--- src/rtl/core/evi_pkg.sv ---
package evi_pkg;

    // Fixed field widths
    localparam int VALUE_BITS     = 16;
    localparam int TIME_BITS      = 32;
    localparam int DEF_FRAC_BITS  = 16;
    localparam int CFG_INDEX_BITS = 2;
    localparam int CFG_DATA_BITS  = 32;

    // Input command codes
    localparam logic CMD_START   = 1'b0;
    localparam logic CMD_PROCESS = 1'b1;

    // Configuration register indexes
    typedef enum logic [CFG_INDEX_BITS-1:0] {
        CFG_EASING_MODE   = 2'd0,
        CFG_INITIAL_VALUE = 2'd1,
        CFG_FINAL_VALUE   = 2'd2,
        CFG_DURATION      = 2'd3
    } cfg_index_t;

    // Easing curves
    typedef enum logic [1:0] {
        MODE_LINEAR   = 2'd0,
        MODE_CUBIC_IN = 2'd1,
        MODE_CUBIC_OUT = 2'd2,
        MODE_CUBIC_IN_OUT = 2'd3
    } ease_mode_t;

    // Datapath operations issued by the controller
    typedef enum logic [3:0] {
        OP_NONE,
        OP_START,
        OP_FINAL,
        OP_DIV_INIT,
        OP_DIV_STEP,
        OP_XSEL,
        OP_SQ,
        OP_CU,
        OP_EASE,
        OP_SCALE,
        OP_SUM,
        OP_PUSH
    } dp_op_t;

    // Input and output words
    typedef struct packed {
        logic                  command;
        logic [TIME_BITS-1:0]  time_now;
    } in_word_t;

    typedef struct packed {
        logic signed [VALUE_BITS-1:0] current_value;
        logic                         done_res;
    } out_word_t;

    // Controller to datapath
    typedef struct packed {
        logic   take;
        dp_op_t op;
    } dp_cmd_t;

    // Datapath to controller
    typedef struct packed {
        logic is_start;
        logic finished;
        logic end_reached;
        logic out_free;
    } dp_status_t;

endpackage

--- src/rtl/core/evi_ctrl.sv ---
module evi_ctrl
    import evi_pkg::*;
#(
    parameter int FRAC_BITS = DEF_FRAC_BITS
)
(
    input  logic       clk,
    input  logic       rst_n,
    input  logic       in_valid,
    output logic       in_stall,
    output dp_cmd_t    cmd,
    input  dp_status_t status
);

    localparam int CW = $clog2(FRAC_BITS);
    localparam logic [CW-1:0] CNT_LAST = CW'(FRAC_BITS - 1);

    typedef enum logic [3:0] {
        S_IDLE,
        S_EVAL,
        S_APPLY,
        S_DINIT,
        S_DIV,
        S_XSEL,
        S_SQ,
        S_CU,
        S_EASE,
        S_SCALE,
        S_SUM,
        S_OUT
    } state_t;

    state_t          state_reg, state_next;
    dp_op_t          op_reg, op_next;
    logic            stall_reg, stall_next;
    logic [CW-1:0]   cnt_reg, cnt_next;
    logic            accept;

    assign accept   = in_valid && !stall_reg;
    assign in_stall = stall_reg;
    assign cmd.take = accept;
    assign cmd.op   = op_reg;

    // Next state and the datapath operation for the coming cycle
    always_comb
    begin
        state_next = state_reg;
        op_next    = OP_NONE;
        stall_next = stall_reg;
        cnt_next   = cnt_reg;
        unique case (state_reg)
            S_IDLE:
            begin
                if (accept)
                begin
                    state_next = S_EVAL;
                    stall_next = 1'b1;
                end
            end
            S_EVAL:
            begin
                priority if (status.is_start)
                begin
                    state_next = S_APPLY;
                    op_next    = OP_START;
                end
                else if (status.finished)
                begin
                    state_next = S_OUT;
                    op_next    = OP_PUSH;
                end
                else if (status.end_reached)
                begin
                    state_next = S_APPLY;
                    op_next    = OP_FINAL;
                end
                else
                begin
                    state_next = S_DINIT;
                    op_next    = OP_DIV_INIT;
                    cnt_next   = CNT_LAST;
                end
            end
            S_APPLY:
            begin
                state_next = S_OUT;
                op_next    = OP_PUSH;
            end
            S_DINIT:
            begin
                state_next = S_DIV;
                op_next    = OP_DIV_STEP;
            end
            S_DIV:
            begin
                if (cnt_reg == '0)
                begin
                    state_next = S_XSEL;
                    op_next    = OP_XSEL;
                end
                else
                begin
                    op_next  = OP_DIV_STEP;
                    cnt_next = cnt_reg - 1'b1;
                end
            end
            S_XSEL:
            begin
                state_next = S_SQ;
                op_next    = OP_SQ;
            end
            S_SQ:
            begin
                state_next = S_CU;
                op_next    = OP_CU;
            end
            S_CU:
            begin
                state_next = S_EASE;
                op_next    = OP_EASE;
            end
            S_EASE:
            begin
                state_next = S_SCALE;
                op_next    = OP_SCALE;
            end
            S_SCALE:
            begin
                state_next = S_SUM;
                op_next    = OP_SUM;
            end
            S_SUM:
            begin
                state_next = S_OUT;
                op_next    = OP_PUSH;
            end
            S_OUT:
            begin
                // datapath loads the output register in the same cycle
                if (status.out_free)
                begin
                    state_next = S_IDLE;
                    stall_next = 1'b0;
                end
                else
                begin
                    op_next = OP_PUSH;
                end
            end
            default:
            begin
                state_next = S_IDLE;
                stall_next = 1'b0;
            end
        endcase
    end

    // State and registered outputs
    always_ff @(posedge clk or negedge rst_n)
    begin
        if (!rst_n)
        begin
            state_reg <= S_IDLE;
            op_reg    <= OP_NONE;
            stall_reg <= 1'b0;
            cnt_reg   <= '0;
        end
        else
        begin
            state_reg <= state_next;
            op_reg    <= op_next;
            stall_reg <= stall_next;
            cnt_reg   <= cnt_next;
        end
    end

endmodule

--- src/rtl/core/evi_dp.sv ---
module evi_dp
    import evi_pkg::*;
#(
    parameter int FRAC_BITS = DEF_FRAC_BITS
)
(
    input  logic                      clk,
    input  logic                      rst_n,
    input  logic                      cfg_we,
    input  logic [CFG_INDEX_BITS-1:0] cfg_index,
    input  logic [CFG_DATA_BITS-1:0]  cfg_data,
    input  in_word_t                  in_word,
    input  dp_cmd_t                   cmd,
    output dp_status_t                status,
    output logic                      out_valid,
    input  logic                      out_stall,
    output out_word_t                 out_word
);

    localparam int VB = VALUE_BITS;
    localparam int TB = TIME_BITS;
    localparam int FW = FRAC_BITS + 1;
    localparam int MW = ((VB + 1 > FW) ? VB + 1 : FW) + 1;
    localparam int PW = 2 * MW;
    localparam logic [FW-1:0] ONE_Q  = {1'b1, {FRAC_BITS{1'b0}}};
    localparam logic [FW-1:0] HALF_Q = {2'b01, {(FRAC_BITS - 1){1'b0}}};

    // Configuration registers
    ease_mode_t           mode_reg;
    logic [VB-1:0]        init_reg;
    logic [VB-1:0]        fin_reg;
    logic [TB-1:0]        dur_reg;

    // Item and animation state
    logic                 cmd_reg;
    logic [TB-1:0]        now_reg;
    logic                 finished_reg;
    logic [TB-1:0]        start_reg;
    logic [VB-1:0]        held_reg;

    // Work registers
    logic [TB-1:0]        rem_reg;
    logic [FRAC_BITS-1:0] q_reg;
    logic                 sat_reg;
    logic [FW-1:0]        x_reg;
    logic [FW-1:0]        e_reg;
    logic signed [PW-1:0] prod_reg;

    // Output stage
    out_word_t            out_word_reg;
    logic                 out_valid_reg;

    logic [TB-1:0]        end_time;
    logic [TB-1:0]        dt;
    logic                 dt_ge_dur;
    logic [FW-1:0]        f_val;
    logic                 f_lt_half;
    logic [FW-1:0]        x_next;
    logic [FW-1:0]        cube_v;
    logic [FW-1:0]        e_next;
    logic signed [VB:0]   diff_v;
    logic signed [MW-1:0] a_op;
    logic signed [MW-1:0] b_op;
    logic [TB:0]          rem_sh;
    logic                 rem_ge;
    logic [TB:0]          rem_sub;
    logic                 out_free;

    // Timing checks against the latched time
    assign end_time  = start_reg + dur_reg;
    assign dt        = now_reg - start_reg;
    assign dt_ge_dur = (dt >= dur_reg);

    assign out_free           = !out_valid_reg || !out_stall;
    assign status.is_start    = (cmd_reg == CMD_START);
    assign status.finished    = finished_reg;
    assign status.end_reached = (dur_reg == '0) || (now_reg >= end_time);
    assign status.out_free    = out_free;

    // Restoring divide step: one quotient bit a cycle
    assign rem_sh  = {rem_reg, 1'b0};
    assign rem_ge  = (rem_sh >= {1'b0, dur_reg});
    assign rem_sub = rem_sh - {1'b0, dur_reg};

    // Elapsed fraction, saturated when dt is at or past the duration
    assign f_val     = sat_reg ? ONE_Q : {1'b0, q_reg};
    assign f_lt_half = (f_val < HALF_Q);
    assign cube_v    = prod_reg[FRAC_BITS +: FW];

    // Cube argument for the selected curve
    always_comb
    begin
        unique case (mode_reg)
            MODE_LINEAR:       x_next = f_val;
            MODE_CUBIC_IN:     x_next = f_val;
            MODE_CUBIC_OUT:    x_next = ONE_Q - f_val;
            MODE_CUBIC_IN_OUT: x_next = f_lt_half ? (f_val << 1) : ((ONE_Q - f_val) << 1);
            default:           x_next = f_val;
        endcase
    end

    // Eased fraction from the cube
    always_comb
    begin
        unique case (mode_reg)
            MODE_LINEAR:       e_next = f_val;
            MODE_CUBIC_IN:     e_next = cube_v;
            MODE_CUBIC_OUT:    e_next = ONE_Q - cube_v;
            MODE_CUBIC_IN_OUT: e_next = f_lt_half ? (cube_v >> 1) : (ONE_Q - (cube_v >> 1));
            default:           e_next = f_val;
        endcase
    end

    assign diff_v = $signed({fin_reg[VB-1], fin_reg}) - $signed({init_reg[VB-1], init_reg});

    // Shared multiplier operands
    always_comb
    begin
        a_op = '0;
        b_op = '0;
        unique case (cmd.op)
            OP_SQ:
            begin
                a_op = $signed({{(MW - FW){1'b0}}, x_reg});
                b_op = $signed({{(MW - FW){1'b0}}, x_reg});
            end
            OP_CU:
            begin
                a_op = $signed({{(MW - FW){1'b0}}, cube_v});
                b_op = $signed({{(MW - FW){1'b0}}, x_reg});
            end
            OP_SCALE:
            begin
                a_op = $signed({{(MW - VB - 1){diff_v[VB]}}, diff_v});
                b_op = $signed({{(MW - FW){1'b0}}, e_reg});
            end
            default:
            begin
                a_op = '0;
                b_op = '0;
            end
        endcase
    end

    // Configuration writes
    always_ff @(posedge clk or negedge rst_n)
    begin
        if (!rst_n)
        begin
            mode_reg <= MODE_LINEAR;
            init_reg <= '0;
            fin_reg  <= '0;
            dur_reg  <= '0;
        end
        else if (cfg_we)
        begin
            unique case (cfg_index_t'(cfg_index))
                CFG_EASING_MODE:   mode_reg <= ease_mode_t'(cfg_data[1:0]);
                CFG_INITIAL_VALUE: init_reg <= cfg_data[VB-1:0];
                CFG_FINAL_VALUE:   fin_reg  <= cfg_data[VB-1:0];
                CFG_DURATION:      dur_reg  <= cfg_data[TB-1:0];
                default:           mode_reg <= mode_reg;
            endcase
        end
    end

    // Animation state
    always_ff @(posedge clk or negedge rst_n)
    begin
        if (!rst_n)
        begin
            finished_reg <= 1'b1;
            start_reg    <= '0;
            held_reg     <= '0;
        end
        else
        begin
            unique case (cmd.op)
                OP_START:
                begin
                    finished_reg <= 1'b0;
                    start_reg    <= now_reg;
                    held_reg     <= init_reg;
                end
                OP_FINAL:
                begin
                    finished_reg <= 1'b1;
                    held_reg     <= fin_reg;
                end
                OP_SUM:
                begin
                    held_reg <= init_reg + prod_reg[FRAC_BITS +: VB];
                end
                default:
                begin
                    held_reg <= held_reg;
                end
            endcase
        end
    end

    // Input latch and arithmetic work registers
    always_ff @(posedge clk)
    begin
        if (cmd.take)
        begin
            cmd_reg <= in_word.command;
            now_reg <= in_word.time_now;
        end
        unique case (cmd.op)
            OP_DIV_INIT:
            begin
                rem_reg <= dt;
                q_reg   <= '0;
                sat_reg <= dt_ge_dur;
            end
            OP_DIV_STEP:
            begin
                rem_reg <= rem_ge ? rem_sub[TB-1:0] : rem_sh[TB-1:0];
                q_reg   <= {q_reg[FRAC_BITS-2:0], rem_ge};
            end
            OP_XSEL:
            begin
                x_reg <= x_next;
            end
            OP_SQ, OP_CU, OP_SCALE:
            begin
                prod_reg <= PW'(a_op) * PW'(b_op);
            end
            OP_EASE:
            begin
                e_reg <= e_next;
            end
            default:
            begin
                x_reg <= x_reg;
            end
        endcase
    end

    // Output register
    always_ff @(posedge clk or negedge rst_n)
    begin
        if (!rst_n)
        begin
            out_valid_reg <= 1'b0;
        end
        else if (cmd.op == OP_PUSH && out_free)
        begin
            out_valid_reg <= 1'b1;
        end
        else if (!out_stall)
        begin
            out_valid_reg <= 1'b0;
        end
    end

    always_ff @(posedge clk)
    begin
        if (cmd.op == OP_PUSH && out_free)
        begin
            out_word_reg.current_value <= $signed(held_reg);
            out_word_reg.done_res      <= finished_reg;
        end
    end

    assign out_valid = out_valid_reg;
    assign out_word  = out_word_reg;

endmodule

--- src/rtl/core/eased_value_interpolator.sv ---
// Path: a start or the step that finishes goes EVAL, APPLY, OUT; a step after
//   finish goes EVAL, OUT; an in-flight step goes EVAL, DINIT, DIV, XSEL, SQ, CU,
//   EASE, SCALE, SUM, OUT. Words go one at a time: the restoring divider (one
//   quotient bit a cycle) and the shared multiplier are on that path. Input is
//   taken again while a result still waits in the output register.
// Reset (async, active low): control and configuration registers zero, finished flag set, output empty.
module eased_value_interpolator
    import evi_pkg::*;
#(
    parameter int FRAC_BITS = DEF_FRAC_BITS
)
(
    input  logic                      clk,
    input  logic                      rst_n,
    input  logic                      in_valid,
    output logic                      in_stall,
    input  in_word_t                  in_word,
    output logic                      out_valid,
    input  logic                      out_stall,
    output out_word_t                 out_word,
    input  logic                      cfg_valid,
    output logic                      cfg_ready,
    input  logic [CFG_INDEX_BITS-1:0] cfg_index,
    input  logic [CFG_DATA_BITS-1:0]  cfg_data
);

    dp_cmd_t    cmd;
    dp_status_t status;

    // Registers take writes any time; software must write only while idle (not enforced)
    assign cfg_ready = 1'b1;

    evi_ctrl #(
        .FRAC_BITS (FRAC_BITS)
    ) u_ctrl (
        .clk      (clk),
        .rst_n    (rst_n),
        .in_valid (in_valid),
        .in_stall (in_stall),
        .cmd      (cmd),
        .status   (status)
    );

    evi_dp #(
        .FRAC_BITS (FRAC_BITS)
    ) u_dp (
        .clk       (clk),
        .rst_n     (rst_n),
        .cfg_we    (cfg_valid && cfg_ready),
        .cfg_index (cfg_index),
        .cfg_data  (cfg_data),
        .in_word   (in_word),
        .cmd       (cmd),
        .status    (status),
        .out_valid (out_valid),
        .out_stall (out_stall),
        .out_word  (out_word)
    );

endmodule

--- config.mk ---
export PLATFORM = sky130hd
export DESIGN_NAME = eased_value_interpolator
export DESIGN_NICKNAME = d
export VERILOG_FILES = /design/src/rtl/core/evi_pkg.sv /design/src/rtl/core/evi_ctrl.sv /design/src/rtl/core/evi_dp.sv /design/src/rtl/core/eased_value_interpolator.sv
export SDC_FILE = /design/constraint.sdc
export NUM_CORES = 2
export LEC_CHECK = 0
export BUFFER_PORTS_ARGS = -buffer_cell sky130_fd_sc_hd__buf_2
export CORE_MARGIN = 1.5
export CORE_UTILIZATION = 45
export CTS_BUF_LIST = sky130_fd_sc_hd__clkbuf_8 sky130_fd_sc_hd__clkbuf_16
export CTS_CLUSTER_SIZE = 30
export DETAILED_ROUTE_END_ITERATION = 10
export PLACE_DENSITY = 0.75
export SLEW_MARGIN = 25
export SYNTH_ARGS = -nofsm -noshare
export SYNTH_HDL_FRONTEND = slang
export SYNTH_SLANG_ARGS = --single-unit
--- constraint.sdc ---
create_clock -name clk -period 7.37 [get_ports clk]
set_input_delay 1.474 -clock clk [delete_from_list [all_inputs] [get_ports clk]]
set_output_delay 1.474 -clock clk [all_outputs]
set_load 0.01 [all_outputs]
==> flow_summary.yaml <==
route:
  first_pass_iters: 6
  drt_iter0_drc: 2314
  drc: 0
  avgRoutedWirePerCell_um: 19.0
  drt_wl_total_um: 86200
  drtAntennaViolNets: 0
  vias: 25800
  drt-vias-per-instance: 5.67
die:
  dieArea_um2: 70200
  start_util: 0.457
  die_w_um: 265
  fp.dieH_um: 265
  num_rows: 95
  io_pins: 92
  core_um2: 67500
timing:
  tightest_slew_ns: 1.02
  fin_skew_ns: 0.0303
  worst_slack_ns: -0.568
  fin_setup_tns_ns: -5.93
  slew-limit-headroom: 0.317
  setup_viol: 16
  max_clock_freq_mhz: 126
  whs_ns: 0.458
  period_needed_ns: 7.94
  min_period_over_period: 1.08
  drv_slew: 0
  hold_viol: 0
  rsz0062_at_grt: "yes"
hold_path:
  min_path_type: "reg2reg"
  min-delay-start: "u_dp.held_reg[7]"
clock_network:
  h-tree-depth: 1
  clk_latency_ns: 0.61
  cts_root_buf: "clkbuf_16"
  clk_pin_slew_ns: 0.07
  clock_tree.buffer_depth: 3
  cts_tree: "done"
  clock-sinks: 279
  hold_buffers: 0
  cts_buffers: 30
place:
  post-place-cells: 4462
  io_buffers: 90
  dpl_cell_area_um2: 34100
  gp_congestion: 0.955
  post-dp-hpwl_um: 68000
layout:
  finish.utilization: 0.531
  layout.nets: 4282
  layout.cells.non_filler: 4540
  drive_above_1_share: 0.178
  area_delta_synth_final_pct: 16.1
  design_area_um2: 35800
  fillerInstances: 5962
synth:
  postSynthAreaPerCell_um2: 9.16
  synth_cells: 3371
  ys_warn_count: 0
  yosys.area.top_type: "fa_1"
  synth_ff_type: "edfxtp_1"
  ys_types: 93
  async_flop_share: 0.462
  synth.yosys.seq_area_share: 0.250
  synth_edf_count: 150
  synth.top_cells.by_area: "fa_1 (19%), edfxtp_1 (15%), ha_1 (11%), dfrtp_1 (10%), inv_1 (6.0%)"
  ys_seq_elements: 279
  syn-num-nets: 4011
  synth_area_um2: 30900
  post-synth-top-area-fraction: 0.191
worst_setup_path:
  crit_path_top_delay_cell: "fa_2"
  critPathArrivalTime_ns: 8.29
  r2r_start: "u_dp.init_reg[1]"
  cp-startpoint: "u_dp.init_reg[1]"
  critPathCaptureType: "register"
  crit_path_frequent_cell: "fa_1"
  slowest_delay_ns: 0.52
  required_ns: 7.72
  path_max_fanout: 4
  cp-start-kind: "register"
  crit_type: "reg2reg"
pwr:
  ir_drop_mv: 0.284
  p_per_area_nw_per_um2: 335
  power_leakage_nw: 16.5
status:
  violations: "negative setup slack"
  status: "complete, but fails checks"
global_routing:
  grt.overflow.total: 0
  grt_antenna_before_repair: 5
  grt_pass1_vias: 25500
  grt_pass1_wl_um: 139000
  grt_max_degree: 83
  grt_usage: 0.249
flow_run:
  drv_cap: 0
[area by class of cell]
| class | instances | area (um^2) | area share |
|---|---|---|---|
| Antenna cell | 1 | 2.50 | 0.0000698 |
| Clock buffer | 34 | 817 | 0.0228 |
| Clock inverter | 22 | 200 | 0.00558 |
| Inverter | 498 | 1870 | 0.0521 |
| Multi-Input combinational cell | 2473 | 21500 | 0.599 |
| Sequential cell | 279 | 7740 | 0.216 |
| Tap cell | 873 | 1090 | 0.0305 |
| Timing Repair Buffer | 360 | 2660 | 0.0742 |
[worst max-delay path: cells and delay by family, from the launching register on]
family	cells	cell delay, ns
flops	1	0.41
fa+ha+maj	8	3.26
simple gates	6	1.10
compound gates	11	2.37
buf+inv	6	0.44
xor+xnor	1	0.07
[cells by family (layout without fill, tap and decap cells)]
group | Yosys count | in the layout | synth area share
muxes | 100 | 100 | 0.0352
buffers and inverters | 619 | 914 | 0.0768
DFF | 279 | 279 | 0.250
AOI/OAI and AO/OA | 703 | 703 | 0.149
xor gates and xnor gates | 152 | 152 | 0.0431
adders and majority gates | 568 | 568 | 0.302
and+or+nand+nor | 949 | 949 | 0.143
other | 1 | 2 | 0.000121
[layout by cell type, fill, tap and decap left out, drive strengths merged, types with 20 or more instances in the layout]
master	Yosys	layout
a211oi	20	20
a21o	60	60
a21oi	171	171
a22oi	36	36
a31oi	21	21
and2	28	28
buf	21	360
clkbuf	100	34
dfrtp	128	128
edfxtp	150	150
fa	294	294
ha	274	274
inv	497	503
mux2	70	70
mux2i	30	30
nand2	251	251
nand2b	62	62
nand3	37	37
nand4	26	26
nor2	338	338
nor2b	36	36
nor3	54	54
nor4	21	21
o21a	27	27
o21ai	183	183
o22ai	21	21
or2	23	23
or3	33	33
xnor2	101	101
xor2	51	51
[Yosys cell counts, types with 9 or more instances]
library cell and n:
a211oi_1 18, a21o_1 60, a21oi_1 169, a22o_1 18
a22oi_1 36, a31oi_1 20, and2_1 28, and3_1 13
buf_1 9, clkbuf_1 100, dfrtp_1 128, edfxtp_1 150
fa_1 294, ha_1 274, inv_1 497, mux2_2 70
mux2i_1 30, nand2_1 251, nand2b_1 62, nand3_1 37
nand4_1 26, nor2_1 338, nor2b_1 36, nor3_1 53
nor4_1 21, o211ai_1 13, o21a_1 26, o21ai_0 158
o21ai_1 24, o21bai_1 15, o22ai_1 21, o31ai_1 13
or2_2 21, or3_1 30, xnor2_1 101, xor2_1 51
[metrics by stage]
stage	setup WS, ns	power [mW]
2_1_floorplan	-0.336	7.79
3_3_place_gp	-0.560	9.85
3_5_place_dp	-0.678	10.0
4_1_cts	-0.498	11.8
5_1_grt	-0.815	12.9
6_report	-0.568	12.0
[layer usage]
layer / wire length (um) / up-vias / global-route usage
met5: 55 / - / 0
met4: 2980 / 8 / 0.0752
met3: 7430 / 177 / 0.0357
met2: 38700 / 1093 / 0.395
met1: 37100 / 12500 / 0.352
li1: - / 12000 / -
[power by group]
part / switching, mW / internal (mW) / leakage (nW)
Sequential: 0.480 / 2.27 / 2.92
Combinational: 4.45 / 3.24 / 13.1
Clock: 0.704 / 0.874 / 0.501
[worst paths after layout]
check | slack (ns) | endpoint | cells after the start
setup / recovery | -0.57 | u_dp.prod_reg[27] | 32
hold / removal | 0.46 | u_dp.out_word[8] | 0
setup reg to reg | -0.57 | u_dp.prod_reg[27] | 32
hold reg to reg | 0.46 | u_dp.out_word[8] | 0
max in group asynchronous | 5.27 | u_dp.held_reg[15] | 2
min in group asynchronous | 0.92 | u_dp.start_reg[9] | 1
[timing repair]
action / in CTS / in global routing
pin swaps: 74 / 53
setup buffers: 17 / 9
endpoints found under the hold margin: 0 / 0
resized for setup: 58 / 65
endpoints found under the setup margin: 16 / 17
Power figures use the tool's default switching activity.
